File: config.mk
export PLATFORM = sky130hd
export DESIGN_NAME = two_level_priority_queue_with_aging
export DESIGN_NICKNAME = d
export VERILOG_FILES = /design/src/design/tpq_pkg.sv /design/src/design/two_level_priority_queue_with_aging.sv /design/src/design/tpq_ram.sv /design/src/design/tpq_age_unit.sv
export SDC_FILE = /design/constraint.sdc
export NUM_CORES = 2
export LEC_CHECK = 0
export BUFFER_PORTS_ARGS = -buffer_cell sky130_fd_sc_hd__buf_2
export CAP_MARGIN = 40
export CORE_UTILIZATION = 50
export CTS_BUF_LIST = sky130_fd_sc_hd__clkbuf_8
export CTS_CLUSTER_SIZE = 10
export DETAILED_ROUTE_END_ITERATION = 12
export GPL_ROUTABILITY_DRIVEN = 1
export GPL_TIMING_DRIVEN = 0
export PLACE_DENSITY_LB_ADDON = 0.2
export SLEW_MARGIN = 20
export SYNTH_ARGS = -nofsm -noshare
export SYNTH_HDL_FRONTEND = slang
export SYNTH_HIERARCHICAL = 1
export SYNTH_SLANG_ARGS = --single-unit
export TNS_END_PERCENT = 1
File: constraint.sdc
create_clock -name clock -period 27.3 [get_ports clock]
set_clock_uncertainty 0.1 [all_clocks]
set_input_delay 1.365 -clock clock [delete_from_list [all_inputs] [get_ports clock]]
set_output_delay 1.365 -clock clock [all_outputs]
set_load 0.01 [all_outputs]
File: src/design/tpq_pkg.sv
`timescale 1ns / 1ps

package tpq_pkg;

   // Request kinds carried in req_tuser.
   localparam logic [1:0] OP_TICK   = 2'd0;
   localparam logic [1:0] OP_INSERT = 2'd1;
   localparam logic [1:0] OP_SERVE  = 2'd2;

   // Response status codes carried in rsp_tuser.
   localparam logic [1:0] ST_OK    = 2'd0;
   localparam logic [1:0] ST_EMPTY = 2'd1;
   localparam logic [1:0] ST_FULL  = 2'd2;

   localparam logic [31:0] WAIT_LIMIT_RESET = 32'd900;

   typedef enum logic [2:0] {
      S_IDLE,
      S_INS_SHIFT,
      S_INS_PUT,
      S_SCAN,
      S_SRV_SHIFT,
      S_DONE
   } state_type;

   // One stored queue entry, as it sits in the entry memory.
   typedef struct packed {
      logic        urgent;
      logic [15:0] tag;
      logic [31:0] ticket;
      logic [31:0] arrival;
   } entry_type;

   typedef struct packed {
      logic [1:0]  status;
      logic [31:0] ticket;
      logic [15:0] tag;
      logic        urgent;
      logic [31:0] waited;
   } result_type;

   typedef struct packed {
      logic [31:0] waited;
      logic        aged;
   } age_type;

endpackage

File: src/design/two_level_priority_queue_with_aging.sv
`timescale 1ns / 1ps

// Two-class queue with aging. A beat on req_ carries a request kind in
// req_tuser: tick advances time by one, insert stores an entry (urgent
// entries go behind the urgent ones already present but ahead of every
// normal one, normal entries go to the tail) and gets the next ticket
// number starting at 1, serve removes the first entry in queue order whose
// wait has reached wait_limit, or the head when none has. Every request
// returns exactly one rsp_ beat with a status in rsp_tuser. The entries
// live in one memory with a registered read port, and one wait unit
// (subtract and compare) is reused for every entry that a serve looks at.
// A tick or a rejected request goes straight to the response stage. An
// insert moves each entry behind its slot one place back (up to
// QUEUE_DEPTH - 1 of them), then writes the new entry. A serve scans the
// entries in order up to and including the one chosen, then moves every
// later entry forward to close the gap. When no entry has aged, the whole
// queue is scanned, then the head is taken and every other entry moves.
// The block takes one request at a time; a response left waiting on
// rsp_ does not keep the next request from being accepted and worked on.
// wait_limit is written through csr_wr_en and csr_wr_data and resets to
// 900; it should be written only while no request is in progress.

module two_level_priority_queue_with_aging #(
   parameter int QUEUE_DEPTH = 16
) (
   input  logic        clock,
   input  logic        reset,

   input  logic        req_tvalid,
   output logic        req_tready,
   input  logic [1:0]  req_tuser,    // opcode
   input  logic [23:0] req_tdata,    // urgent, patient_tag, zero padding

   output logic        rsp_tvalid,
   input  logic        rsp_tready,
   output logic [1:0]  rsp_tuser,    // status
   output logic [87:0] rsp_tdata,    // ticket, served_tag, served_urgent, waited, padding

   input  logic        csr_wr_en,
   input  logic [31:0] csr_wr_data
);
   import tpq_pkg::*;

   localparam int AW = $clog2(QUEUE_DEPTH);
   localparam int CW = $clog2(QUEUE_DEPTH + 1);
   localparam int EW = $bits(entry_type);

   // Sequencer and bookkeeping registers.
   state_type   state_ff, state_in;
   logic [31:0] limit_ff, limit_in;
   logic [31:0] now_ff, now_in;
   logic [31:0] ticket_ff, ticket_in;
   logic [CW-1:0] count_ff, count_in;
   logic [CW-1:0] ucount_ff, ucount_in;

   // Working registers for one request.
   logic          new_urgent_ff, new_urgent_in;
   logic [15:0]   new_tag_ff, new_tag_in;
   logic [CW-1:0] pos_ff, pos_in;
   logic [CW-1:0] idx_ff, idx_in;
   logic [CW-1:0] scan_idx_ff, scan_idx_in;
   logic [CW-1:0] chk_idx_ff, chk_idx_in;
   logic          chk_vld_ff, chk_vld_in;
   logic          pend_ff, pend_in;
   logic [AW-1:0] pend_addr_ff, pend_addr_in;
   entry_type     head_ff, head_in;
   result_type    res_ff, res_in;

   // Response register.
   logic        rsp_vld_ff, rsp_vld_in;
   result_type  rsp_res_ff, rsp_res_in;

   // Memory port signals.
   logic          ram_wr_en;
   logic [AW-1:0] ram_wr_addr;
   logic [EW-1:0] ram_wr_data;
   logic [AW-1:0] ram_rd_addr;
   logic [EW-1:0] ram_rd_data;
   entry_type     rd_entry;
   entry_type     new_entry;

   // Shared wait unit.
   logic [31:0] age_arrival;
   age_type     age;

   logic          req_fire;
   logic          rsp_free;
   logic [CW-1:0] idx_up;
   logic [CW-1:0] idx_down;
   logic          scan_more;
   logic          scan_hit;
   logic          scan_miss;
   logic          shift_up_more;
   logic          shift_down_more;

   assign rd_entry  = entry_type'(ram_rd_data);
   assign req_tready = (state_ff == S_IDLE);
   assign req_fire  = req_tvalid && req_tready;
   assign rsp_free  = !rsp_vld_ff || rsp_tready;

   assign idx_up    = idx_ff + CW'(1);
   assign idx_down  = idx_ff - CW'(1);
   assign scan_more = (scan_idx_ff < count_ff);
   assign scan_hit  = chk_vld_ff && age.aged;
   assign scan_miss = !chk_vld_ff && !scan_more;
   assign shift_up_more   = (idx_ff > pos_ff);
   assign shift_down_more = (idx_up < count_ff);

   assign new_entry.urgent  = new_urgent_ff;
   assign new_entry.tag     = new_tag_ff;
   assign new_entry.ticket  = ticket_ff + 32'd1;
   assign new_entry.arrival = now_ff;

   // While a candidate is being checked its fresh read data is aged; once
   // the scan has run out, the unit looks at the captured head instead.
   assign age_arrival = chk_vld_ff ? rd_entry.arrival : head_ff.arrival;

   tpq_age_unit u_age (
      .now_ticks  (now_ff),
      .arrival    (age_arrival),
      .wait_limit (limit_ff),
      .age        (age)
   );

   tpq_ram #(
      .WIDTH (EW),
      .DEPTH (QUEUE_DEPTH)
   ) u_entries (
      .clock   (clock),
      .wr_en   (ram_wr_en),
      .wr_addr (ram_wr_addr),
      .wr_data (ram_wr_data),
      .rd_addr (ram_rd_addr),
      .rd_data (ram_rd_data)
   );

   // Next state.
   always_comb begin
      state_in = state_ff;
      unique case (state_ff)
         S_IDLE: begin
            if (req_fire) begin
               priority if (req_tuser == OP_INSERT && count_ff != CW'(QUEUE_DEPTH)) begin
                  state_in = S_INS_SHIFT;
               end else if (req_tuser == OP_SERVE && count_ff != '0) begin
                  state_in = S_SCAN;
               end else begin
                  state_in = S_DONE;
               end
            end
         end
         S_INS_SHIFT: begin
            if (!shift_up_more) begin
               state_in = S_INS_PUT;
            end
         end
         S_INS_PUT: begin
            state_in = S_DONE;
         end
         S_SCAN: begin
            if (scan_hit || scan_miss) begin
               state_in = S_SRV_SHIFT;
            end
         end
         S_SRV_SHIFT: begin
            if (!shift_down_more) begin
               state_in = S_DONE;
            end
         end
         S_DONE: begin
            if (rsp_free) begin
               state_in = S_IDLE;
            end
         end
         default: state_in = S_IDLE;
      endcase
   end

   // Datapath and memory control.
   always_comb begin
      limit_in      = csr_wr_en ? csr_wr_data : limit_ff;
      now_in        = now_ff;
      ticket_in     = ticket_ff;
      count_in      = count_ff;
      ucount_in     = ucount_ff;
      new_urgent_in = new_urgent_ff;
      new_tag_in    = new_tag_ff;
      pos_in        = pos_ff;
      idx_in        = idx_ff;
      scan_idx_in   = scan_idx_ff;
      chk_idx_in    = chk_idx_ff;
      chk_vld_in    = chk_vld_ff;
      pend_in       = 1'b0;
      pend_addr_in  = pend_addr_ff;
      head_in       = head_ff;
      res_in        = res_ff;

      // A move that was read last cycle lands this cycle.
      ram_wr_en   = pend_ff;
      ram_wr_addr = pend_addr_ff;
      ram_wr_data = ram_rd_data;
      ram_rd_addr = '0;

      rsp_vld_in = rsp_vld_ff && !rsp_tready;
      rsp_res_in = rsp_res_ff;

      unique case (state_ff)
         S_IDLE: begin
            if (req_fire) begin
               res_in        = '0;
               new_urgent_in = req_tdata[0];
               new_tag_in    = req_tdata[16:1];
               idx_in        = count_ff;
               pos_in        = req_tdata[0] ? ucount_ff : count_ff;
               scan_idx_in   = '0;
               chk_vld_in    = 1'b0;
               unique case (req_tuser)
                  OP_TICK: begin
                     now_in = now_ff + 32'd1;
                  end
                  OP_INSERT: begin
                     if (count_ff == CW'(QUEUE_DEPTH)) begin
                        res_in.status = ST_FULL;
                     end
                  end
                  OP_SERVE: begin
                     if (count_ff == '0) begin
                        res_in.status = ST_EMPTY;
                     end
                  end
                  default: begin
                     // An unused kind leaves the state alone and answers zero.
                  end
               endcase
            end
         end
         S_INS_SHIFT: begin
            // Walk from the tail down to the insert slot, moving each
            // entry one place back.
            if (shift_up_more) begin
               ram_rd_addr  = idx_down[AW-1:0];
               pend_in      = 1'b1;
               pend_addr_in = idx_ff[AW-1:0];
               idx_in       = idx_down;
            end
         end
         S_INS_PUT: begin
            ram_wr_en     = 1'b1;
            ram_wr_addr   = pos_ff[AW-1:0];
            ram_wr_data   = EW'(new_entry);
            ticket_in     = new_entry.ticket;
            count_in      = count_ff + CW'(1);
            ucount_in     = ucount_ff + CW'(new_urgent_ff);
            res_in.status = ST_OK;
            res_in.ticket = new_entry.ticket;
         end
         S_SCAN: begin
            if (chk_vld_ff && chk_idx_ff == '0) begin
               head_in = rd_entry;
            end
            if (scan_hit) begin
               idx_in        = chk_idx_ff;
               chk_vld_in    = 1'b0;
               res_in.status = ST_OK;
               res_in.ticket = rd_entry.ticket;
               res_in.tag    = rd_entry.tag;
               res_in.urgent = rd_entry.urgent;
               res_in.waited = age.waited;
               ucount_in     = ucount_ff - CW'(rd_entry.urgent);
            end else if (scan_miss) begin
               // Nobody has waited long enough: serve the head.
               idx_in        = '0;
               res_in.status = ST_OK;
               res_in.ticket = head_ff.ticket;
               res_in.tag    = head_ff.tag;
               res_in.urgent = head_ff.urgent;
               res_in.waited = age.waited;
               ucount_in     = ucount_ff - CW'(head_ff.urgent);
            end else if (scan_more) begin
               ram_rd_addr = scan_idx_ff[AW-1:0];
               chk_vld_in  = 1'b1;
               chk_idx_in  = scan_idx_ff;
               scan_idx_in = scan_idx_ff + CW'(1);
            end else begin
               chk_vld_in = 1'b0;
            end
         end
         S_SRV_SHIFT: begin
            // Close the gap left by the served entry.
            if (shift_down_more) begin
               ram_rd_addr  = idx_up[AW-1:0];
               pend_in      = 1'b1;
               pend_addr_in = idx_ff[AW-1:0];
               idx_in       = idx_up;
            end else begin
               count_in = count_ff - CW'(1);
            end
         end
         S_DONE: begin
            if (rsp_free) begin
               rsp_vld_in = 1'b1;
               rsp_res_in = res_ff;
            end
         end
         default: begin
         end
      endcase
   end

   always_ff @(posedge clock) begin
      if (reset) begin
         state_ff   <= S_IDLE;
         limit_ff   <= WAIT_LIMIT_RESET;
         now_ff     <= '0;
         ticket_ff  <= '0;
         count_ff   <= '0;
         ucount_ff  <= '0;
         chk_vld_ff <= 1'b0;
         pend_ff    <= 1'b0;
         rsp_vld_ff <= 1'b0;
      end else begin
         state_ff   <= state_in;
         limit_ff   <= limit_in;
         now_ff     <= now_in;
         ticket_ff  <= ticket_in;
         count_ff   <= count_in;
         ucount_ff  <= ucount_in;
         chk_vld_ff <= chk_vld_in;
         pend_ff    <= pend_in;
         rsp_vld_ff <= rsp_vld_in;
      end
   end

   always_ff @(posedge clock) begin
      new_urgent_ff <= new_urgent_in;
      new_tag_ff    <= new_tag_in;
      pos_ff        <= pos_in;
      idx_ff        <= idx_in;
      scan_idx_ff   <= scan_idx_in;
      chk_idx_ff    <= chk_idx_in;
      pend_addr_ff  <= pend_addr_in;
      head_ff       <= head_in;
      res_ff        <= res_in;
      rsp_res_ff    <= rsp_res_in;
   end

   assign rsp_tvalid = rsp_vld_ff;
   assign rsp_tuser  = rsp_res_ff.status;
   assign rsp_tdata  = {7'd0, rsp_res_ff.waited, rsp_res_ff.urgent,
                        rsp_res_ff.tag, rsp_res_ff.ticket};

endmodule

File: src/design/tpq_ram.sv
`timescale 1ns / 1ps

module tpq_ram #(
   parameter int WIDTH = 8,
   parameter int DEPTH = 16,
   localparam int ADDR_W = $clog2(DEPTH)
) (
   input  logic              clock,
   input  logic              wr_en,
   input  logic [ADDR_W-1:0] wr_addr,
   input  logic [WIDTH-1:0]  wr_data,
   input  logic [ADDR_W-1:0] rd_addr,
   output logic [WIDTH-1:0]  rd_data
);

   logic [WIDTH-1:0] mem_ff [DEPTH];
   logic [WIDTH-1:0] rd_data_ff;

   always_ff @(posedge clock) begin
      if (wr_en) begin
         mem_ff[wr_addr] <= wr_data;
      end
      rd_data_ff <= mem_ff[rd_addr];
   end

   assign rd_data = rd_data_ff;

endmodule

File: src/design/tpq_age_unit.sv
`timescale 1ns / 1ps

module tpq_age_unit (
   input  logic [31:0]          now_ticks,
   input  logic [31:0]          arrival,
   input  logic [31:0]          wait_limit,
   output tpq_pkg::age_type     age
);
   import tpq_pkg::*;

   logic [31:0] waited;

   // The wait wraps modulo 2^32, exactly like the time counter.
   assign waited     = now_ticks - arrival;
   assign age.waited = waited;
   assign age.aged   = (waited >= wait_limit);

endmodule

# Word-level counts from Yosys, hierarchy flattened
# Memories as Yosys holds them, arrays and structs flattened. A register that Yosys moved wholly into a read port is not among the register bits.
# Cells that the tools add are included.
# W data, S select, Z words.
totals:
  mem_count: 1
  wordCells: 165
  reg_bits: 400
  ramBits: 1296
  in_bits: 63
  out_inout_bits: 92
classes:
  addsub: 11
  muxes: 58
  eq_ne: 21
  bitwise: 2
  magnitude_cmp: 4
  reduce_logical: 38
memory_table:
  columns: ["memory", "depth", "word_bits", "rd", "rd_clocked_by_memory_dff", "wr", "line_no", "rtl"]
  rows:
  - ["u_entries.mem_ff", 16, 81, 1, 1, 1, "tpq_ram.sv:16", "logic [WIDTH-1:0] mem_ff [DEPTH];"]
ops:
  columns: ["operator", "n"]
  rows:
  - ["$mux W83", 3]
  - ["$pmux W34 S3", 1]
  - ["$pmux W49 S2", 1]
  - ["$mux W81", 1]
  - ["$mux W5", 13]
  - ["$add A32 B1 Y32 const B", 2]
  - ["$ge A32 B32 Y1", 1]
  - ["$mux W32", 1]
  - ["$mux W4", 8]
  - ["$sub A32 B32 Y32", 1]
  - ["$pmux W5 S2", 3]
  - ["$mux W3", 7]
  - ["$pmux W5 S4", 1]
  - ["$ne A2 B2 Y1 const B", 9]
  - ["$pmux W3 S6", 1]
  - ["$add A5 B1 Y5 const B", 3]
  - ["$reduce_and A3 Y1", 5]
  - ["$reduce_and A5 Y1", 3]
  - ["$mux W1", 12]
  - ["$pmux W4 S3", 1]
  - ["$logic_not A5 Y1", 2]
  - ["$lt A5 B5 Y1", 2]
  - ["$reduce_and A2 Y1", 5]
  - ["$sub A5 B1 Y5", 2]
  - ["other kinds (27)", 46]

# Logic depth before layout (Yosys ltp)
logic_depth:
  depth_word: 7
  depth_mapped: 31
  depth_no_buf: 29

# Cells and area by module
# Netlist, hierarchy kept.
modules_own_cells:
  columns: ["module", "n_inst", "cells_per_inst", "area_per_inst_um2", "seq_area_each_um2"]
  rows:
  - ["tpq_ram", 1, 2078, 50063.0, 40538.9]
  - ["two_level_priority_queue_with_aging", 1, 1512, 17471.8, 10890.4]
  - ["tpq_age_unit", 1, 370, 2552.4, 0.0]

# Worst setup path after synthesis
# Ideal clock, no wire load.
synth_timing:
  kind: "register to register"
  startpoint: "register state_ff[0]"
  endpoint: "register head_ff[0] (netlist name), enable pin"
  required_ns: 26.480
  arrival_time_ns: 8.651
  period_less_slack_ns: 9.471
  path_slack_ns: 17.829
  path_buffers: 1
  setup_time_ns: 0.720
  path_stages_with_launch: 4
  path_cell_list: "dfxtp_1 -> clkbuf_1 -> nand3b_1 -> nor4_1"
synth_between:
  elab_chain_cells: 2
synth_rtl:
  columns: ["element", "line_no", "rtl"]
  rows:
  - ["start: declaration", "two_level_priority_queue_with_aging.sv:49", "state_type state_ff, state_in;"]
  - ["start signal: assignment", "two_level_priority_queue_with_aging.sv:322", "state_ff <= state_in;"]
  - ["$eq A3 B2 Y1", "two_level_priority_queue_with_aging.sv:207", "unique case (state_ff)"]
  - ["$reduce_and A2 Y1 (no line)", null, null]
  - ["end signal: assignment", "two_level_priority_queue_with_aging.sv:342", "head_ff <= head_in;"]
  - ["end: declaration", "two_level_priority_queue_with_aging.sv:66", "entry_type head_ff, head_in;"]
# No other way between the ends.
# A chain may end at the register's enable or synchronous reset.

==> impl_metrics.yaml <==
status:
  status: "completed"
routing:
  met1_length_um: 74700
  wl_met2_um: 82500
  firstDrtPassIters: 6
  wl_um: 178000
  wl_met3_um: 16300
  routed.top_layer: "met5"
  drt_iter0_drc: 4244
  ant_nets: 0
  num_vias: 39301
  via_per_inst: 5.84
  avgRoutedWirePerCell_um: 26.5
  drc: 0
synthesis:
  yosys_warnings: 6
  synth_edf_count: 1584
  synth.ff_latch_count: 1777
  yosysUniqueCellTypes: 72
  seq_area_frac_synth: 0.734
  postSynthAreaPerCell_sq_um: 17.7
  synth_cells: 3960
  async_reset_ff_frac: 0
  synth.cell_area_sq_mm: 0.0701
  synth_top_flop_cell: "edfxtp_1"
sta:
  tightest_slew_ns: 0.938
  finalCritPeriodShare: 0.352
  period_needed_ns: 9.61
  rsz0062_at_grt: "no"
  fmax_mhz: 104
  final-hold-violation-count: 0
  setup_viol: 0
  finalSetupTns_ns: 0
  timing.final.max_slew_violations: 0
  timing.slew.headroom: 0.375
setup_path:
  crit_path_start_kind: "flop"
  path_buf_inv: 6
  crit_path_max_incr_delay_ns: 0.70
  critPathMaxFanout: 11
  crit_family: "compound AO/OA/AOI/OAI gates"
  end_kind: "flop"
  cp.required_ns: 28.05
  slowest_stage: "buf_1"
  worst_ep_arrival_time_ns: 10.36
  crit_type: "flop to flop"
global_routing:
  antenna_found_initial: 5
  grt-ovfl-total: 0
  grt_start_max_net_pins: 29
  grt.total_usage: 0.254
  grt_pass1_wl_um: 260000
  grt_pass1_vias: 39039
die:
  row_count: 137
  start_util: 0.503
  pin_count: 155
  die_w_um: 376
  core_area_sq_mm: 0.139
  die_height_um: 376
  dieArea_sq_mm: 0.142
final_layout:
  fin_util: 0.587
  drive_gt1_frac: 0.244
  area_growth_pct: 16.8
  nFillCells: 10316
  nets: 4769
clocking:
  post_cts_resized: 0
  hold_buffers: 0
  cts_inserted_buffers: 302
  htree_levels: 5
  clk_latency_ns: 1.00
  postCtsSetupBuffers: 0
  numClockSinks: 1777
  cts_root_buffer: "clkbuf_8"
  cts_tree: "built"
  path_clk_slew_ns: 0.06
  clockBufferDepth: 4
run:
  drv_cap: 0
placement:
  detailedPlacementHpwl_um: 121000
  gp_congestion: 0.868
  numPortBuffers: 139
hold_path:
  min_path_type: "flop to flop"
power:
  ir_drop_uv: 66.6
  power_leakage_nw: 28.2
  power_density_mw_per_mm2: 103
-- power breakdown --
part / switching (mW) / internal [mW] / leakage [nW] / total, mW
clock: 1.04 / 1.20 / 3.34 / 2.23
combinational: 1.54 / 0.909 / 8.83 / 2.44
sequential: 0.132 / 3.65 / 16.0 / 3.78
total: 2.70 / 5.75 / 28.2 / 8.46
-- sequential cells by signal (all words and copies together), names as in the netlist, 32 cells and up --
signal / cells
ticket_ff: 32
head_ff: 81
u_entries/mem_ff: 1296
now_ff: 32
u_entries/rd_data: 81
rsp_tdata: 81
limit_ff: 32
res_ff: 83
-- placed cells by master, fill, tap and decap left out, types with 12 or more instances in the layout --
master and instances:
edfxtp_1 1584, nand2_1 351, clkbuf_8 342, mux4_2 324, inv_1 222, dfxtp_1 193
a22oi_1 188, buf_2 178, nor2_1 129, clkbuf_1 104, ha_1 91, buf_4 90
a21oi_1 81, o21ai_0 59, xor2_1 58, buf_6 55, xnor2_1 52, nand3_1 47
and2_1 41, a21o_1 37, buf_16 37, mux2i_1 36, mux2_2 36, nand4_1 35
clkinv_1 34, buf_12 34, buf_1 33, o21ai_1 28, nor2b_1 24, and3_1 21
clkinv_2 20, nor3_1 19, nor4_1 17, a22o_1 17, or4_1 15, nand2b_1 14
nor2_4 13, or3_1 12
-- worst paths after layout --
check | start | endpoint | slack, ns | cells after the start
worst max-delay path | chk_vld_ff | u_entries/rd_data[27] | 17.69 | 29
worst min-delay path | res_ff[29] | rsp_tdata[78] | 0.31 | 0
worst max register to register | chk_vld_ff | u_entries/rd_data[27] | 17.69 | 29
worst min register to register | res_ff[29] | rsp_tdata[78] | 0.31 | 0
-- kinds of logic (layout without fill, tap and decap cells) --
logic type / count (synthesis) / in the layout / share of synthesized area
XOR/XNOR: 110 / 110 / 0.0137
adder cells (fa/ha/maj): 94 / 94 / 0.0171
buffers and inverters: 303 / 1177 / 0.0195
AO/OA/AOI/OAI: 507 / 507 / 0.0497
multiplexers: 396 / 396 / 0.115
flip-flops: 1777 / 1777 / 0.734
AND/OR/NAND/NOR: 772 / 772 / 0.0511
other: 1 / 15 / 0.0000535
-- metal layers --
layer,up-vias,GRT usage
met5,-,0
met4,2,0.0864
met3,295,0.0591
met2,1800,0.388
met1,20158,0.361
li1,17046,-
-- metrics by stage --
stage / worst slack, ns / total power, mW / instances / instance area (sq um) / hold slack [ns]
final: 17.69 / 8.46 / 6724 / 81800 / 0.306
after global routing: 17.32 / 8.80 / 6717 / 81800 / 0.310
after CTS: 17.79 / 8.50 / 6710 / 81800 / 0.288
after detailed placement: 17.76 / 6.26 / 6178 / 76100 / 0.305
after global placement: 9.88 / 6.13 / 5981 / 73200 / 0.303
after floorplan: 17.83 / 5.30 / 3966 / 70100 / 0.300
-- synthesized netlist by cell type (15+ instances only) --
library cell | instances | area (sq um)
buf_1 | 34 | 128
and2_1 | 41 | 257
xor2_1 | 58 | 508
buf_4 | 21 | 158
or4_1 | 15 | 113
a22oi_1 | 188 | 1410
inv_1 | 101 | 379
dfxtp_1 | 193 | 3860
ha_1 | 91 | 1140
mux2i_1 | 36 | 360
mux2_2 | 36 | 405
nor2b_1 | 24 | 150
nor4_1 | 18 | 113
buf_2 | 25 | 125
and3_1 | 21 | 131
a22o_1 | 17 | 149
xnor2_1 | 52 | 455
mux4_2 | 324 | 7300
nor3_1 | 24 | 120
nand2_1 | 351 | 1320
a21o_1 | 37 | 278
a21oi_1 | 81 | 405
edfxtp_1 | 1584 | 47600
nand3_1 | 47 | 235
o21ai_0 | 80 | 400
nand4_1 | 35 | 219
nor2_1 | 145 | 544
clkbuf_1 | 106 | 398
-- final cells by class --
| class | instances | area [sq um] | share of cell area |
|---|---|---|---|
| Timing Repair Buffer | 342 | 3560 | 0.0435 |
| Tap cell | 1876 | 2350 | 0.0287 |
| Sequential cell | 1777 | 51400 | 0.628 |
| Buffer | 200 | 970 | 0.0118 |
| Multi-Input combinational cell | 1886 | 17500 | 0.213 |
| Inverter | 103 | 399 | 0.00488 |
| Antenna cell | 8 | 20.0 | 0.000245 |
| Clock inverter | 190 | 938 | 0.0115 |
| Clock buffer | 342 | 4710 | 0.0575 |
-- worst reg2reg max path, delay by kind of cell, from the launching register on --
family	cells	cell delay [ns]
and+or+nand+nor	4	0.31
buffers and inverters	6	3.01
DFF	1	0.37
adders and majority gates	2	0.48
muxes	2	0.86
xor gates and xnor gates	1	0.11
AOI/OAI and AO/OA	14	4.27
No activity file was read; power rests on OpenSTA's default activity.
